<file path="config.mk">
export PLATFORM = sky130hd
export DESIGN_NAME = fps_digit_overlay_generator
export DESIGN_NICKNAME = d
export VERILOG_FILES = /design/src/fdo_pkg.sv /design/src/fdo_front.sv /design/src/fdo_queue.sv /design/src/fdo_back.sv /design/src/fps_digit_overlay_generator.sv
export SDC_FILE = /design/constraint.sdc
export NUM_CORES = 1
export LEC_CHECK = 0
export BUFFER_PORTS_ARGS = -buffer_cell sky130_fd_sc_hd__buf_2
export CAP_MARGIN = 25
export CORE_MARGIN = 4
export CORE_UTILIZATION = 30
export DETAILED_ROUTE_END_ITERATION = 12
export REMOVE_ABC_BUFFERS = 1
export SETUP_SLACK_MARGIN = 0.5
export SLEW_MARGIN = 20
export SYNTH_ARGS = -nofsm -noshare
export SYNTH_HDL_FRONTEND = slang
export SYNTH_SLANG_ARGS = --single-unit
</file>
<file path="constraint.sdc">
create_clock -name clk -period 14.94 [get_ports clk]
set_clock_uncertainty 0.05 [all_clocks]
set_input_delay 4.482 -clock clk [delete_from_list [all_inputs] [get_ports clk]]
set_output_delay 4.482 -clock clk [all_outputs]
set_load 0.05 [all_outputs]
</file>
<file path="src/fdo_pkg.sv">
// ---------------------------------------------------------------------------
// fdo_pkg: shared types and constants of the frame-rate digit overlay
// Register indexes, configuration bundle, glyph ROM and field widths used by
// the front end, the rectangle emitter, the top level and the checker.
// ---------------------------------------------------------------------------
package fdo_pkg;

  // Field widths
  localparam int COORD_W   = 11;
  localparam int OY_W      = 10;
  localparam int CELL_W    = 4;
  localparam int WIN_W     = 16;
  localparam int COLOR_W   = 32;
  localparam int TIME_W    = 32;
  localparam int FRAMES_W  = 16;
  localparam int RATE_W    = 10;
  localparam int DIGIT_W   = 4;

  // Rate arithmetic
  localparam int RATE_SCALE = 1000;
  localparam int RATE_MAX   = 999;
  localparam int DVD_W      = 26;  // 65535 * 1000 fits in 26 bits
  localparam int STEP_W     = 5;

  // Glyph geometry
  localparam int GLYPH_ROWS = 5;
  localparam int GLYPH_COLS = 3;
  localparam int NUM_DIGITS = 3;

  // Queue between front end and emitter
  localparam int QUEUE_DEPTH = 2;

  // Stream widths
  localparam int IN_TDATA_W  = 32;
  localparam int OUT_TDATA_W = 88;  // 86 bits of fields, padded to bytes

  // Configuration port
  localparam int CFG_IDX_W  = 3;
  localparam int CFG_DATA_W = 32;

  typedef enum logic [CFG_IDX_W-1:0] {
    REG_ANCHOR_X   = 3'd0,
    REG_ANCHOR_Y   = 3'd1,
    REG_CELL_SIZE  = 3'd2,
    REG_WINDOW_MS  = 3'd3,
    REG_DRAW_COLOR = 3'd4
  } reg_index_t;

  // Reset values of the registers
  localparam logic [COORD_W-1:0] ANCHOR_X_RST   = 11'd20;
  localparam logic [OY_W-1:0]    ANCHOR_Y_RST   = 10'd20;
  localparam logic [CELL_W-1:0]  CELL_SIZE_RST  = 4'd3;
  localparam logic [WIN_W-1:0]   WINDOW_MS_RST  = 16'd1000;
  localparam logic [COLOR_W-1:0] DRAW_COLOR_RST = 32'hFF00FF00;

  typedef struct packed {
    logic [COORD_W-1:0] anchor_x;
    logic [OY_W-1:0]    anchor_y;
    logic [CELL_W-1:0]  cell_size;
    logic [WIN_W-1:0]   window_ms;
    logic [COLOR_W-1:0] draw_color;
  } cfg_t;

  // 3x5 digit glyphs, top row in bits [14:12], leftmost column as MSB of a row
  localparam logic [14:0] GLYPH_ROM [10] = '{
    15'b111_101_101_101_111,
    15'b010_110_010_010_111,
    15'b111_001_111_100_111,
    15'b111_001_111_001_111,
    15'b101_101_111_001_001,
    15'b111_100_111_001_111,
    15'b111_100_111_101_111,
    15'b111_001_001_001_001,
    15'b111_101_111_101_111,
    15'b111_101_111_001_111
  };

  // Look up one cell of a digit glyph
  function automatic logic glyph_lit(input logic [DIGIT_W-1:0] digit,
                                     input logic [2:0] row,
                                     input logic [1:0] col);
    logic [14:0] g;
    logic [2:0]  bits;
    logic        lit;
    g = (digit < 4'd10) ? GLYPH_ROM[digit] : '0;
    case (row)
      3'd0:    bits = g[14:12];
      3'd1:    bits = g[11:9];
      3'd2:    bits = g[8:6];
      3'd3:    bits = g[5:3];
      3'd4:    bits = g[2:0];
      default: bits = '0;
    endcase
    case (col)
      2'd0:    lit = bits[2];
      2'd1:    lit = bits[1];
      2'd2:    lit = bits[0];
      default: lit = 1'b0;
    endcase
    return lit;
  endfunction

endpackage

</file>
<file path="src/fdo_front.sv">
// ---------------------------------------------------------------------------
// fdo_front: frame counting and rate sampling
// Accepts one frame event, updates the frame counter and sample time, runs a
// bit-serial restoring division when the window has elapsed, and queues the
// rate to be drawn.
// ---------------------------------------------------------------------------
module fdo_front (
  input  logic                           clk,
  input  logic                           rst,
  input  fdo_pkg::cfg_t                  cfg,
  input  logic                           in_valid,
  output logic                           in_ready,
  input  logic [fdo_pkg::TIME_W-1:0]     now_ms,
  input  logic                           q_full,
  output logic                           q_push,
  output logic [fdo_pkg::RATE_W-1:0]     q_data
);

  typedef enum logic [3:0] {
    F_IDLE = 4'b0001,
    F_EVAL = 4'b0010,
    F_DIV  = 4'b0100,
    F_PUSH = 4'b1000
  } front_state_t;

  front_state_t                     state;
  logic [fdo_pkg::TIME_W-1:0]       now_reg;
  logic [fdo_pkg::TIME_W-1:0]       sample_time;
  logic [fdo_pkg::FRAMES_W-1:0]     frames_seen;
  logic [fdo_pkg::RATE_W-1:0]       rate_value;
  logic [fdo_pkg::TIME_W-1:0]       divisor;
  logic [fdo_pkg::TIME_W:0]         rem;
  logic [fdo_pkg::DVD_W-1:0]        quo;
  logic [fdo_pkg::STEP_W-1:0]       step;

  logic [fdo_pkg::FRAMES_W-1:0]     frames_inc;
  logic [fdo_pkg::TIME_W-1:0]       start_time;
  logic [fdo_pkg::TIME_W-1:0]       elapsed;
  logic [fdo_pkg::WIN_W-1:0]        win;
  logic                             resample;
  logic [fdo_pkg::DVD_W-1:0]        product;
  logic [fdo_pkg::TIME_W:0]         trial;
  logic                             trial_ge;
  logic [fdo_pkg::TIME_W:0]         rem_next;
  logic [fdo_pkg::DVD_W-1:0]        quo_next;

  assign in_ready = (state == F_IDLE);
  assign q_push   = (state == F_PUSH) && !q_full;
  assign q_data   = rate_value;

  // Evaluate the frame event held in now_reg
  always_comb begin
    frames_inc = (frames_seen == '1) ? frames_seen : frames_seen + 1'b1;
    start_time = (sample_time == '0) ? now_reg : sample_time;
    elapsed    = now_reg - start_time;
    win        = (cfg.window_ms == '0) ? fdo_pkg::WIN_W'(1) : cfg.window_ms;
    resample   = elapsed >= {{(fdo_pkg::TIME_W-fdo_pkg::WIN_W){1'b0}}, win};
    product    = fdo_pkg::DVD_W'(frames_inc) * fdo_pkg::DVD_W'(fdo_pkg::RATE_SCALE);
  end

  // One restoring division step per cycle
  always_comb begin
    trial    = {rem[fdo_pkg::TIME_W-1:0], quo[fdo_pkg::DVD_W-1]};
    trial_ge = trial >= {1'b0, divisor};
    rem_next = trial_ge ? (trial - {1'b0, divisor}) : trial;
    quo_next = {quo[fdo_pkg::DVD_W-2:0], trial_ge};
  end

  // Control state and sampling state
  always_ff @(posedge clk) begin
    if (rst) begin
      state       <= F_IDLE;
      sample_time <= '0;
      frames_seen <= '0;
      rate_value  <= '0;
    end else begin
      case (state)
        F_IDLE: begin
          if (in_valid) state <= F_EVAL;
        end
        F_EVAL: begin
          if (resample) begin
            frames_seen <= '0;
            sample_time <= now_reg;
            state       <= F_DIV;
          end else begin
            frames_seen <= frames_inc;
            sample_time <= start_time;
            state       <= F_PUSH;
          end
        end
        F_DIV: begin
          if (step == '0) begin
            rate_value <= (quo_next > fdo_pkg::DVD_W'(fdo_pkg::RATE_MAX)) ?
                          fdo_pkg::RATE_W'(fdo_pkg::RATE_MAX) :
                          quo_next[fdo_pkg::RATE_W-1:0];
            state      <= F_PUSH;
          end
        end
        F_PUSH: begin
          if (!q_full) state <= F_IDLE;
        end
        default: state <= F_IDLE;
      endcase
    end
  end

  // Event capture and divider datapath
  always_ff @(posedge clk) begin
    if (state == F_IDLE && in_valid) now_reg <= now_ms;
    if (state == F_EVAL) begin
      quo     <= product;
      rem     <= '0;
      divisor <= elapsed;
      step    <= fdo_pkg::STEP_W'(fdo_pkg::DVD_W - 1);
    end else if (state == F_DIV) begin
      quo  <= quo_next;
      rem  <= rem_next;
      step <= step - 1'b1;
    end
  end

endmodule

</file>
<file path="src/fdo_queue.sv">
// ---------------------------------------------------------------------------
// fdo_queue: rate queue between front end and emitter
// Small first-in first-out buffer of rates still to be drawn.
// ---------------------------------------------------------------------------
module fdo_queue #(
  parameter int DEPTH = fdo_pkg::QUEUE_DEPTH
) (
  input  logic                        clk,
  input  logic                        rst,
  input  logic                        push,
  input  logic [fdo_pkg::RATE_W-1:0]  push_data,
  output logic                        full,
  input  logic                        pop,
  output logic [fdo_pkg::RATE_W-1:0]  pop_data,
  output logic                        empty
);

  localparam int PTR_W = $clog2(DEPTH);
  localparam int CNT_W = $clog2(DEPTH + 1);

  logic [fdo_pkg::RATE_W-1:0] mem [DEPTH];
  logic [PTR_W-1:0]           wr_ptr;
  logic [PTR_W-1:0]           rd_ptr;
  logic [CNT_W-1:0]           count;
  logic                       do_push;
  logic                       do_pop;

  assign full     = (count == CNT_W'(DEPTH));
  assign empty    = (count == '0);
  assign do_push  = push && !full;
  assign do_pop   = pop && !empty;
  assign pop_data = mem[rd_ptr];

  // Store entries
  always_ff @(posedge clk) begin
    if (do_push) mem[wr_ptr] <= push_data;
  end

  // Advance pointers and occupancy
  always_ff @(posedge clk) begin
    if (rst) begin
      wr_ptr <= '0;
      rd_ptr <= '0;
      count  <= '0;
    end else begin
      if (do_push) wr_ptr <= (wr_ptr == PTR_W'(DEPTH - 1)) ? '0 : wr_ptr + 1'b1;
      if (do_pop)  rd_ptr <= (rd_ptr == PTR_W'(DEPTH - 1)) ? '0 : rd_ptr + 1'b1;
      case ({do_push, do_pop})
        2'b10:   count <= count + 1'b1;
        2'b01:   count <= count - 1'b1;
        default: count <= count;
      endcase
    end
  end

endmodule

</file>
<file path="src/fdo_back.sv">
// ---------------------------------------------------------------------------
// fdo_back: glyph rectangle emitter
// Splits a queued rate into decimal digits and scans the glyph cells of the
// drawn digits, one cell per cycle while the output is not stalled, loading a
// rectangle for every lit cell into the output register.
// ---------------------------------------------------------------------------
module fdo_back (
  input  logic                              clk,
  input  logic                              rst,
  input  fdo_pkg::cfg_t                     cfg,
  input  logic                              q_empty,
  input  logic [fdo_pkg::RATE_W-1:0]        q_data,
  output logic                              q_pop,
  output logic                              out_valid,
  input  logic                              out_ready,
  output logic [fdo_pkg::OUT_TDATA_W-1:0]   out_data,
  output logic                              out_last
);

  typedef enum logic [3:0] {
    B_IDLE = 4'b0001,
    B_HUND = 4'b0010,
    B_TENS = 4'b0100,
    B_SCAN = 4'b1000
  } back_state_t;

  localparam int PAD_W = fdo_pkg::OUT_TDATA_W - 4 * fdo_pkg::COORD_W
                         - fdo_pkg::COLOR_W - fdo_pkg::RATE_W;

  back_state_t                     state;
  logic [fdo_pkg::RATE_W-1:0]      rate_reg;
  logic [fdo_pkg::DIGIT_W-1:0]     hund;
  logic [fdo_pkg::DIGIT_W-1:0]     tens;
  logic [fdo_pkg::DIGIT_W-1:0]     units;
  logic [6:0]                      rem100;
  logic [1:0]                      digit_idx;
  logic [2:0]                      row;
  logic [1:0]                      col;
  logic [fdo_pkg::COORD_W-1:0]     xbase;
  logic [fdo_pkg::COORD_W-1:0]     left;
  logic [fdo_pkg::COORD_W-1:0]     top;

  logic [fdo_pkg::COORD_W-1:0]     o_left;
  logic [fdo_pkg::COORD_W-1:0]     o_top;
  logic [fdo_pkg::COORD_W-1:0]     o_right;
  logic [fdo_pkg::COORD_W-1:0]     o_bottom;
  logic [fdo_pkg::COLOR_W-1:0]     o_color;
  logic [fdo_pkg::RATE_W-1:0]      o_rate;

  logic [15:0]                     hund_prod;
  logic [14:0]                     tens_prod;
  logic [3:0]                      tens_q;
  logic [fdo_pkg::COORD_W-1:0]     cell_px;
  logic [fdo_pkg::COORD_W-1:0]     pitch;
  logic [fdo_pkg::COORD_W-1:0]     start_off;
  logic [fdo_pkg::COORD_W-1:0]     oy;
  logic [fdo_pkg::DIGIT_W-1:0]     cur_digit;
  logic                            lit;
  logic                            scan_go;
  logic                            final_cell;
  logic                            row_end;
  logic                            col_end;

  // Constant divisions by 100 and 10 through reciprocal multiplies
  always_comb begin
    hund_prod = 16'(rate_reg) * 16'd41;
    tens_prod = 15'(rem100) * 15'd205;
    tens_q    = tens_prod[14:11];
  end

  // Geometry of the glyph grid
  always_comb begin
    cell_px = fdo_pkg::COORD_W'(cfg.cell_size);
    pitch   = (cell_px << 2) + cell_px;
    oy      = fdo_pkg::COORD_W'(cfg.anchor_y);
    if (rate_reg >= 10'd100)     start_off = '0;
    else if (rate_reg >= 10'd10) start_off = pitch;
    else                         start_off = pitch << 1;
  end

  // Current cell
  always_comb begin
    case (digit_idx)
      2'd0:    cur_digit = hund;
      2'd1:    cur_digit = tens;
      default: cur_digit = units;
    endcase
    lit     = fdo_pkg::glyph_lit(cur_digit, row, col);
    col_end = (col == 2'(fdo_pkg::GLYPH_COLS - 1));
    row_end = (row == 3'(fdo_pkg::GLYPH_ROWS - 1));
    // every glyph lights its bottom-right cell, so that cell of the units
    // digit is the final rectangle of the frame
    final_cell = (digit_idx == 2'(fdo_pkg::NUM_DIGITS - 1)) && row_end && col_end;
  end

  assign scan_go  = (state == B_SCAN) && (!out_valid || out_ready);
  assign q_pop    = (state == B_IDLE) && !q_empty;
  assign out_data = {{PAD_W{1'b0}}, o_rate, o_color, o_bottom, o_right, o_top, o_left};

  // Sequencer
  always_ff @(posedge clk) begin
    if (rst) begin
      state <= B_IDLE;
    end else begin
      case (state)
        B_IDLE: begin
          if (!q_empty) state <= B_HUND;
        end
        B_HUND: state <= B_TENS;
        B_TENS: state <= B_SCAN;
        B_SCAN: begin
          if (scan_go && final_cell) state <= B_IDLE;
        end
        default: state <= B_IDLE;
      endcase
    end
  end

  // Digit split and cell scan datapath
  always_ff @(posedge clk) begin
    case (state)
      B_IDLE: begin
        if (!q_empty) rate_reg <= q_data;
      end
      B_HUND: begin
        hund   <= hund_prod[15:12];
        rem100 <= 7'(rate_reg - 10'(hund_prod[15:12]) * 10'd100);
      end
      B_TENS: begin
        tens      <= tens_q;
        units     <= 4'(rem100 - 7'(tens_q) * 7'd10);
        row       <= '0;
        col       <= '0;
        top       <= oy;
        xbase     <= cfg.anchor_x + start_off;
        left      <= cfg.anchor_x + start_off;
        if (rate_reg >= 10'd100)     digit_idx <= 2'd0;
        else if (rate_reg >= 10'd10) digit_idx <= 2'd1;
        else                         digit_idx <= 2'(fdo_pkg::NUM_DIGITS - 1);
      end
      B_SCAN: begin
        if (scan_go) begin
          if (!col_end) begin
            col  <= col + 1'b1;
            left <= left + cell_px;
          end else begin
            col <= '0;
            if (!row_end) begin
              row  <= row + 1'b1;
              top  <= top + cell_px;
              left <= xbase;
            end else begin
              row       <= '0;
              top       <= oy;
              digit_idx <= digit_idx + 1'b1;
              xbase     <= xbase + pitch;
              left      <= xbase + pitch;
            end
          end
        end
      end
      default: ;
    endcase
  end

  // Output register: hold until transferred
  always_ff @(posedge clk) begin
    if (rst) begin
      out_valid <= 1'b0;
    end else if (scan_go && lit) begin
      out_valid <= 1'b1;
    end else if (out_ready) begin
      out_valid <= 1'b0;
    end
  end

  always_ff @(posedge clk) begin
    if (scan_go && lit) begin
      o_left   <= left;
      o_top    <= top;
      o_right  <= left + cell_px;
      o_bottom <= top + cell_px;
      o_color  <= cfg.draw_color;
      o_rate   <= rate_reg;
      out_last <= final_cell;
    end
  end

endmodule

</file>
<file path="src/fps_digit_overlay_generator.sv">
// ---------------------------------------------------------------------------
// fps_digit_overlay_generator: frame-rate digit overlay
// Counts frame events, resamples the frame rate once per window and emits one
// rectangle per lit glyph cell of the rate's digits, without leading zeros.
//
//   channel   dir  handshake                 payload
//   s_axis    in   s_axis_tvalid/tready      now_ms
//   m_axis    out  m_axis_tvalid/tready      rectangle fields, tlast = last_rect
//   cfg       in   cfg_wr_en                 cfg_index, cfg_data
//
// Front end: idle, evaluate, a 26-step bit-serial division when the window
// elapses, then a push into the rate queue. Emitter: setup in the idle,
// hundreds and tens states, then a scan of every cell of each drawn digit's
// 3x5 glyph. Output stalls freeze the scan; a full rate queue holds off
// s_axis_tready. Reset needs no clearing pass.
// ---------------------------------------------------------------------------
module fps_digit_overlay_generator #(
  parameter int QUEUE_DEPTH = fdo_pkg::QUEUE_DEPTH
) (
  input  logic                                clk,
  input  logic                                rst,
  input  logic                                s_axis_tvalid,
  output logic                                s_axis_tready,
  input  logic [fdo_pkg::IN_TDATA_W-1:0]      s_axis_tdata,   // [31:0] now_ms
  output logic                                m_axis_tvalid,
  input  logic                                m_axis_tready,
  // [10:0] rect_left, [21:11] rect_top, [32:22] rect_right,
  // [43:33] rect_bottom, [75:44] rect_color, [85:76] shown_rate, [87:86] zero
  output logic [fdo_pkg::OUT_TDATA_W-1:0]     m_axis_tdata,
  output logic                                m_axis_tlast,   // last_rect
  input  logic                                cfg_wr_en,
  input  logic [fdo_pkg::CFG_IDX_W-1:0]       cfg_index,
  input  logic [fdo_pkg::CFG_DATA_W-1:0]      cfg_data
);

  fdo_pkg::cfg_t              cfg;
  logic                       q_full;
  logic                       q_empty;
  logic                       q_push;
  logic                       q_pop;
  logic [fdo_pkg::RATE_W-1:0] q_in;
  logic [fdo_pkg::RATE_W-1:0] q_out;

  // Configuration registers
  always_ff @(posedge clk) begin
    if (rst) begin
      cfg.anchor_x   <= fdo_pkg::ANCHOR_X_RST;
      cfg.anchor_y   <= fdo_pkg::ANCHOR_Y_RST;
      cfg.cell_size  <= fdo_pkg::CELL_SIZE_RST;
      cfg.window_ms  <= fdo_pkg::WINDOW_MS_RST;
      cfg.draw_color <= fdo_pkg::DRAW_COLOR_RST;
    end else if (cfg_wr_en) begin
      case (cfg_index)
        fdo_pkg::REG_ANCHOR_X:   cfg.anchor_x   <= cfg_data[fdo_pkg::COORD_W-1:0];
        fdo_pkg::REG_ANCHOR_Y:   cfg.anchor_y   <= cfg_data[fdo_pkg::OY_W-1:0];
        fdo_pkg::REG_CELL_SIZE:  cfg.cell_size  <= cfg_data[fdo_pkg::CELL_W-1:0];
        fdo_pkg::REG_WINDOW_MS:  cfg.window_ms  <= cfg_data[fdo_pkg::WIN_W-1:0];
        fdo_pkg::REG_DRAW_COLOR: cfg.draw_color <= cfg_data[fdo_pkg::COLOR_W-1:0];
        default: ;
      endcase
    end
  end

  fdo_front u_front (
    .clk      (clk),
    .rst      (rst),
    .cfg      (cfg),
    .in_valid (s_axis_tvalid),
    .in_ready (s_axis_tready),
    .now_ms   (s_axis_tdata[fdo_pkg::TIME_W-1:0]),
    .q_full   (q_full),
    .q_push   (q_push),
    .q_data   (q_in)
  );

  fdo_queue #(
    .DEPTH (QUEUE_DEPTH)
  ) u_queue (
    .clk       (clk),
    .rst       (rst),
    .push      (q_push),
    .push_data (q_in),
    .full      (q_full),
    .pop       (q_pop),
    .pop_data  (q_out),
    .empty     (q_empty)
  );

  fdo_back u_back (
    .clk       (clk),
    .rst       (rst),
    .cfg       (cfg),
    .q_empty   (q_empty),
    .q_data    (q_out),
    .q_pop     (q_pop),
    .out_valid (m_axis_tvalid),
    .out_ready (m_axis_tready),
    .out_data  (m_axis_tdata),
    .out_last  (m_axis_tlast)
  );

endmodule

</file>
### After elaboration in Yosys (flattened, before gate mapping)

Memories as Yosys holds them, arrays and structs flattened. A register that Yosys moved wholly into a read port is not among the register bits.
Cells that the tools add are included.

| storage, ports and cells | value |
|---|---|
| output and inout bits | 91 |
| memory bits (read-only) | 240 |
| register bits | 417 |
| memory bits (writable) | 20 |
| memories kept | 2 |
| logic and storage cells | 197 |

| operators by class | value |
|---|---|
| reduce and logical (&&, ||, !) cells | 38 |
| add/subtract/negate cells | 18 |
| bitwise logic cells | 2 |
| magnitude comparators | 7 |
| multipliers | 5 |
| muxes and demuxes | 56 |
| eq/ne operators | 32 |

Memories:

| memory | words | bits a word | rd ports | clocked after memory_dff | wr ports | RTL line | RTL |
|---|---|---|---|---|---|---|---|
| (no name shown) | 16 | 15 | 1 | 0 | 0 | fdo_pkg.sv:85 | `g = (digit < 4'd10) ? GLYPH_ROM[digit] : '0;` |
| u_queue.mem | 2 | 10 | 1 | 1 | 1 | fdo_queue.sv:21 | `logic [fdo_pkg::RATE_W-1:0] mem [DEPTH];` |

Operators by type and width:

| operator | count |
|---|---|
| two-way mux 11 bit | 10 |
| two-way mux 32 bit | 3 |
| one-hot mux 11 bit (2 select lines) | 3 |
| subtractor 32 bit | 2 |
| two-way mux 26 bit | 2 |
| two-way mux 16 bit | 3 |
| two-way mux 15 bit | 3 |
| >= comparator 33 x 32 -> 1 bit | 1 |
| >= comparator 32 x 16 -> 1 bit | 1 |
| zero test 32 bit | 1 |
| one-hot mux 4 bit (4 select lines) | 2 |
| > comparator 26 x 10 -> 1 bit (second input constant) | 1 |
| two-way mux 4 bit | 6 |
| multiplier 16 x 7 -> 23 bit (second input constant) | 1 |
| adder 11 bit | 2 |
| adder 11 x 4 -> 11 bit | 2 |
| AND reduction 2 bit | 9 |
| adder 16 x 1 -> 16 bit (second input constant) | 1 |
| == test 16 bit (second input constant) | 1 |
| zero test 16 bit | 1 |
| multiplier 10 x 6 -> 16 bit (second input constant) | 1 |
| multiplier 7 x 8 -> 15 bit (second input constant) | 1 |
| one-hot mux 3 bit (5 select lines) | 1 |
| two-way mux 2 bit | 7 |
| 43 further kinds | 93 |

### Depth between registers and ports, before layout

| logic depth | value |
|---|---|
| depth after elaboration | 11 |
| mapped depth | 32 |
| mapped depth without buffers | 30 |

### Modules after synthesis

Synthesis repeated with hierarchy kept, for this count alone.

| unflattened totals | value |
|---|---|
| cell total of the unflattened synthesis | 2660 |
| area total of the unflattened synthesis | 27347.5 um^2 |

By module, submodules not included:

| module | instances | seq. area each (um^2) | cells each | area each (um^2) |
|---|---|---|---|---|
| fdo_front | 1 | 4654.5 | 1555 | 14094.8 |
| fdo_back | 1 | 4784.6 | 752 | 9302.7 |
| fps_digit_overlay_generator | 1 | 1461.4 | 296 | 3007.9 |
| fdo_queue | 1 | 700.7 | 57 | 942.2 |

### Worst setup path after synthesis

No wires, ideal clock.

| path | value |
|---|---|
| kind | input -> register |
| from | in m_axis_tready |
| to | reg u_back.o_bottom[0] in the netlist's numbering, enable pin |
| arrival | 6.645 ns |
| stages | 5 |
| setup time | 0.440 ns |
| path slack | 7.805 ns |
| cell sequence | nand2b_1 > nand2_1 > nor2_1 > o311ai_0 > inv_1 |

| on the way | value |
|---|---|
| longest elaborated chain between the ends | 3 |

Ends and longest elaborated chain:

| item | RTL line | RTL |
|---|---|---|
| start, declared | fps_digit_overlay_generator.sv:26 | `input logic m_axis_tready,` |
| logical OR 1 bit | fdo_back.sv:96 | `assign scan_go = (state == B_SCAN) && (!out_valid \|\| out_ready);` |
| logical AND 1 bit | fdo_back.sv:96 |  |
| logical AND 1 bit | fdo_back.sv:178 | `if (scan_go && lit) begin` |
| end signal, assigned | fdo_back.sv:182 | `o_bottom <= top + cell_px;` |
| end, declared | fdo_back.sv:46 | `logic [fdo_pkg::COORD_W-1:0] o_bottom;` |

Every way passes these cells.
A chain may end at the register's enable or synchronous reset.

### Worst setup path in the final report

| path | value |
|---|---|
| from | reg u_front.sample_time[18] in the netlist's numbering |
| to | reg u_front.sample_time[22] in the netlist's numbering |

| on the way | value |
|---|---|
| longest elaborated chain between the ends | 5 |

Ends and longest elaborated chain:

| item | RTL line | RTL |
|---|---|---|
| start, declared | fdo_front.sv:28 | `logic [fdo_pkg::TIME_W-1:0] sample_time;` |
| start signal, assigned | fdo_front.sv:84 | `sample_time <= now_reg;` |
| start signal, assigned | fdo_front.sv:88 | `sample_time <= start_time;` |
| zero test 32 bit | fdo_front.sv:54 | `start_time = (sample_time == '0) ? now_reg : sample_time;` |
| two-way mux 32 bit | fdo_front.sv:54 |  |
| subtractor 32 bit | fdo_front.sv:55 | `elapsed = now_reg - start_time;` |
| net u_front.elapsed (one bit) | fdo_front.sv:38 | `logic [fdo_pkg::TIME_W-1:0] elapsed;` |
| >= comparator 32 x 16 -> 1 bit | fdo_front.sv:57 | `resample = elapsed >= {{(fdo_pkg::TIME_W-fdo_pkg::WIN_W){1'b0}}, win};` |
| two-way mux 32 bit | fdo_front.sv:82 | `if (resample) begin` |

The timed path passes the listed nets, and every way through them passes these cells.

==> reports/results.tsv <==
metric	value	unit
status	finished clean	
Post-CTS Setup Bufs	0	
minimum clock period	7.94	ns
Post-synth ARST share	0	%
Routed WL per cell	15.7	um
Die Height	305	um
endpoints failing hold	0	
Net Switching	0.00100	W
Seq pwr share	41.7	%
final setup violation count	0	
actual slew at the worst max-slew pin	0.993	ns
TritonCTS clock tree	done	
DRT antenna net count	0	
filler instances	8819	
CTS buffer count	52	
DR pass1 iterations	6	
Worst Path Arrival	8.41	ns
IO buf count	160	
r2r startpoint	u_front.sample_time[18]$_SDFFE_PP0P_	
period utilization	53.1	%
Synth area leader	edfxtp_1	
met1 usage	17.9	%
Largest Register	cfg	
Worst-Skew Late Latency	0.63	ns
hold_sp	cfg[15]$_SDFFE_PP1P_	
syn_area_per_cell	9.89	um^2
total vias in the final route	19409	
commonest non-fill, non-tap cell in the layout	nand2_1	
share of the synthesized area in the top cell type	29.9	%
critical path type	reg -> reg	
worst r2r dst	u_front.sample_time[22]$_SDFFE_PP0P_	
maximum VDD drop	0.0000846	V
EDFF count, synth	263	
max-slew violation count	0	
synth top area cells	edfxtp_1 (30%), dfxtp_1 (14%), ha_1 (11%), fa_1 (5.2%), nand2_1 (5.2%)	
Int Power	0.00238	W
initial antenna violation count	1	
CP max FO	26	
Clock Sinks	447	
Longest Clk Path Bufs	3	
Final nets	3206	
leakage	12.6	nW
number of synthesized register bits	447	
max_cap viols	0	
Clk pwr share	36.7	%
vias in the first global route	18957	
global route hottest layer	met2	
Post-CTS Hold Buffers	0	
hold crit path type	reg -> reg	
initial DRC count	1053	
GRT Total Usage	13.4	%
sequential fraction of the synthesis area	43.8	%
most frequent cells in the layout	nand2_1 (366), edfxtp_1 (263), inv_1 (249)	
Core Region	87000	um^2
Area Growth Syn to Fin	14.4	%
Fmax	126	MHz
Setup TNS Final	0	ns
GRT Residual Overflow	0	
vias per std cell	4.82	
max reg flops	73	
die width	305	um
combinational cell fraction of total power	21.5	%
initial core utilization	30.4	%
post-CTS resize count	0	
Synth Instances	2671	
crit path launch type	flip-flop	
cell depth of the worst flop-to-flop path	27	
final WL	63.2	mm
GR Layer Usage met2	22.8	%
Root Buffer	clkbuf_16	
yosys warns	0	
CTS clk-pin slew, worst paths	0.06	ns
CTS HTree Levels	2	
Detailed Place HPWL	47.2	mm
largest net degree at the start of global routing	69	
switching part of the total power	29.7	%
worst hold endpoint	u_back.o_color[15]$_DFFE_PP_	
Rel. slew slack	32.1	%
R2R Setup Slk	7.00	ns
Die ar.	92900	um^2
Worst setup EP type	flip-flop	
WHS Path Cells	0	
met3 global-route usage	1.74	%
row cnt	108	
RePlAce Congestion	0.827	
DRC errors left	0	
library cells used by synthesis	83	
Power Dens Cells	112	nW/um^2
final total power	0.00339	W
I/O pins	163	
global-route wire length before repair	102	mm
RSZ-0062 raised after global routing	false	
layout cells sized above 1	11.1	%
Most used DFF post-synth	edfxtp_1	
area of the mapped netlist	26400	um^2
Req. time, crit path	15.41	ns
[synth_stat cells (5+ instances only)]
master,n
a2111oi_0,5
a211oi_1,16
a21boi_0,6
a21o_1,54
a21oi_1,214
a22o_1,53
a22oi_1,8
a31o_2,7
a31oi_1,12
and2_1,19
and3_1,24
buf_1,10
clkbuf_1,67
dfxtp_1,184
edfxtp_1,263
fa_1,69
ha_1,240
inv_1,251
mux2_2,12
mux2i_1,17
nand2_1,366
nand2b_1,30
nand3_1,57
nand4_1,17
nor2_1,119
nor2b_1,34
nor3_1,34
nor4_1,20
nor4b_1,7
o211ai_1,15
o21a_1,20
o21ai_0,138
o21bai_1,22
o221a_2,5
o22ai_1,5
o31a_1,5
o31ai_1,12
or2_2,9
or3_1,18
or4_1,6
xnor2_1,84
xor2_1,48
[power groups by stage]
| stage | Combinational, W | Clock (W) | Sequential (W) |
|---|---|---|---|
| 2_1_floorplan | 0.000552 | 0 | 0.00142 |
| 3_5_place_dp | 0.000727 | 0 | 0.00144 |
| 3_3_place_gp | 0.000719 | 0 | 0.00144 |
| 4_1_cts | 0.000733 | 0.00128 | 0.00141 |
| 5_1_grt | 0.000833 | 0.00133 | 0.00142 |
| 6_report | 0.000729 | 0.00124 | 0.00141 |
[worst max-delay path by stage]
stage	from	end	slack (ns)	cells after the start
final	u_front.sample_time[18]$_SDFFE_PP0P_	u_front.sample_time[22]$_SDFFE_PP0P_	7.00	27
after floorplan	u_front.sample_time[26]$_SDFFE_PP0P_	u_front.sample_time[11]$_SDFFE_PP0P_	5.71	26
after global routing	u_front.sample_time[23]$_SDFFE_PP0P_	u_front.sample_time[22]$_SDFFE_PP0P_	6.49	27
after global placement	u_front.sample_time[23]$_SDFFE_PP0P_	u_front.sample_time[29]$_SDFFE_PP0P_	7.15	27
after detailed placement	u_front.sample_time[23]$_SDFFE_PP0P_	u_front.sample_time[22]$_SDFFE_PP0P_	7.00	27
after CTS	u_front.sample_time[23]$_SDFFE_PP0P_	u_front.sample_time[22]$_SDFFE_PP0P_	6.99	27
[layout make-up]
type | count | area, um^2 | share of cell area [%]
Clock inverter | 30 | 254 | 0.840
Tap cell | 1155 | 1450 | 4.78
Timing Repair Buffer | 184 | 986 | 3.26
Multi-Input combinational cell | 1888 | 13600 | 45.0
Antenna cell | 1 | 2.50 | 0.00827
Sequential cell | 447 | 11600 | 38.3
Inverter | 252 | 947 | 3.13
Clock buffer | 68 | 1430 | 4.74
[critical path, cell delays in order (launching register included)]
cell,delay [ns]
dfxtp_1,0.32
nor4_1,0.33
nand2_1,0.18
nor4_2,0.33
buf_4,0.32
a21oi_1,0.11
ha_1,0.34
and3_1,0.20
a32o_1,0.27
o21ai_0,0.22
o211ai_1,0.17
a32o_1,0.28
a31oi_1,0.36
nand3_1,0.12
a21oi_1,0.19
xnor2_1,0.19
ha_1,0.29
a21o_1,0.18
a21o_1,0.16
a21oi_1,0.12
o21ai_0,0.09
or3_1,0.30
or4_1,0.46
or4_4,0.44
nor4_4,0.47
nand3_4,0.32
o211a_1,0.65
a22o_1,0.33
[stage by stage]
| step | worst slack (ns) | hold slack, ns | area (um^2) | std cells | util [%] |
|---|---|---|---|---|---|
| 2_1_floorplan | 5.71 | 0.358 | 26100 | 2587 | - |
| 3_3_place_gp | 7.15 | 0.362 | 28500 | 3925 | 32.8 |
| 3_5_place_dp | 7.00 | 0.366 | 28500 | 3925 | 32.8 |
| 4_1_cts | 6.99 | 0.285 | 30200 | 4023 | 34.7 |
| 5_1_grt | 6.49 | 0.299 | 30200 | 4024 | 34.8 |
| 6_report | 7.00 | 0.304 | 30200 | 4025 | 34.8 |
[per-layer routing]
layer  vias to the layer above  wire [um]
li1                       9765          -
met1                      9228      29500
met2                       328      29900
met3                        88       2360
met4                         0       1400
met5                         -          0
[cell families (layout without fill, tap and decap cells)]
logic type	after synthesis	count (layout)	synth area share, %
flops	447	447	43.8
simple gates	776	776	13.7
buf+inv	337	534	4.91
other cells	1	3	0.0142
fa+ha+maj	309	309	16.6
compound gates	640	640	15.5
mux	29	29	1.16
xor+xnor	132	132	4.37
No activity file was read; power rests on OpenSTA's default activity.
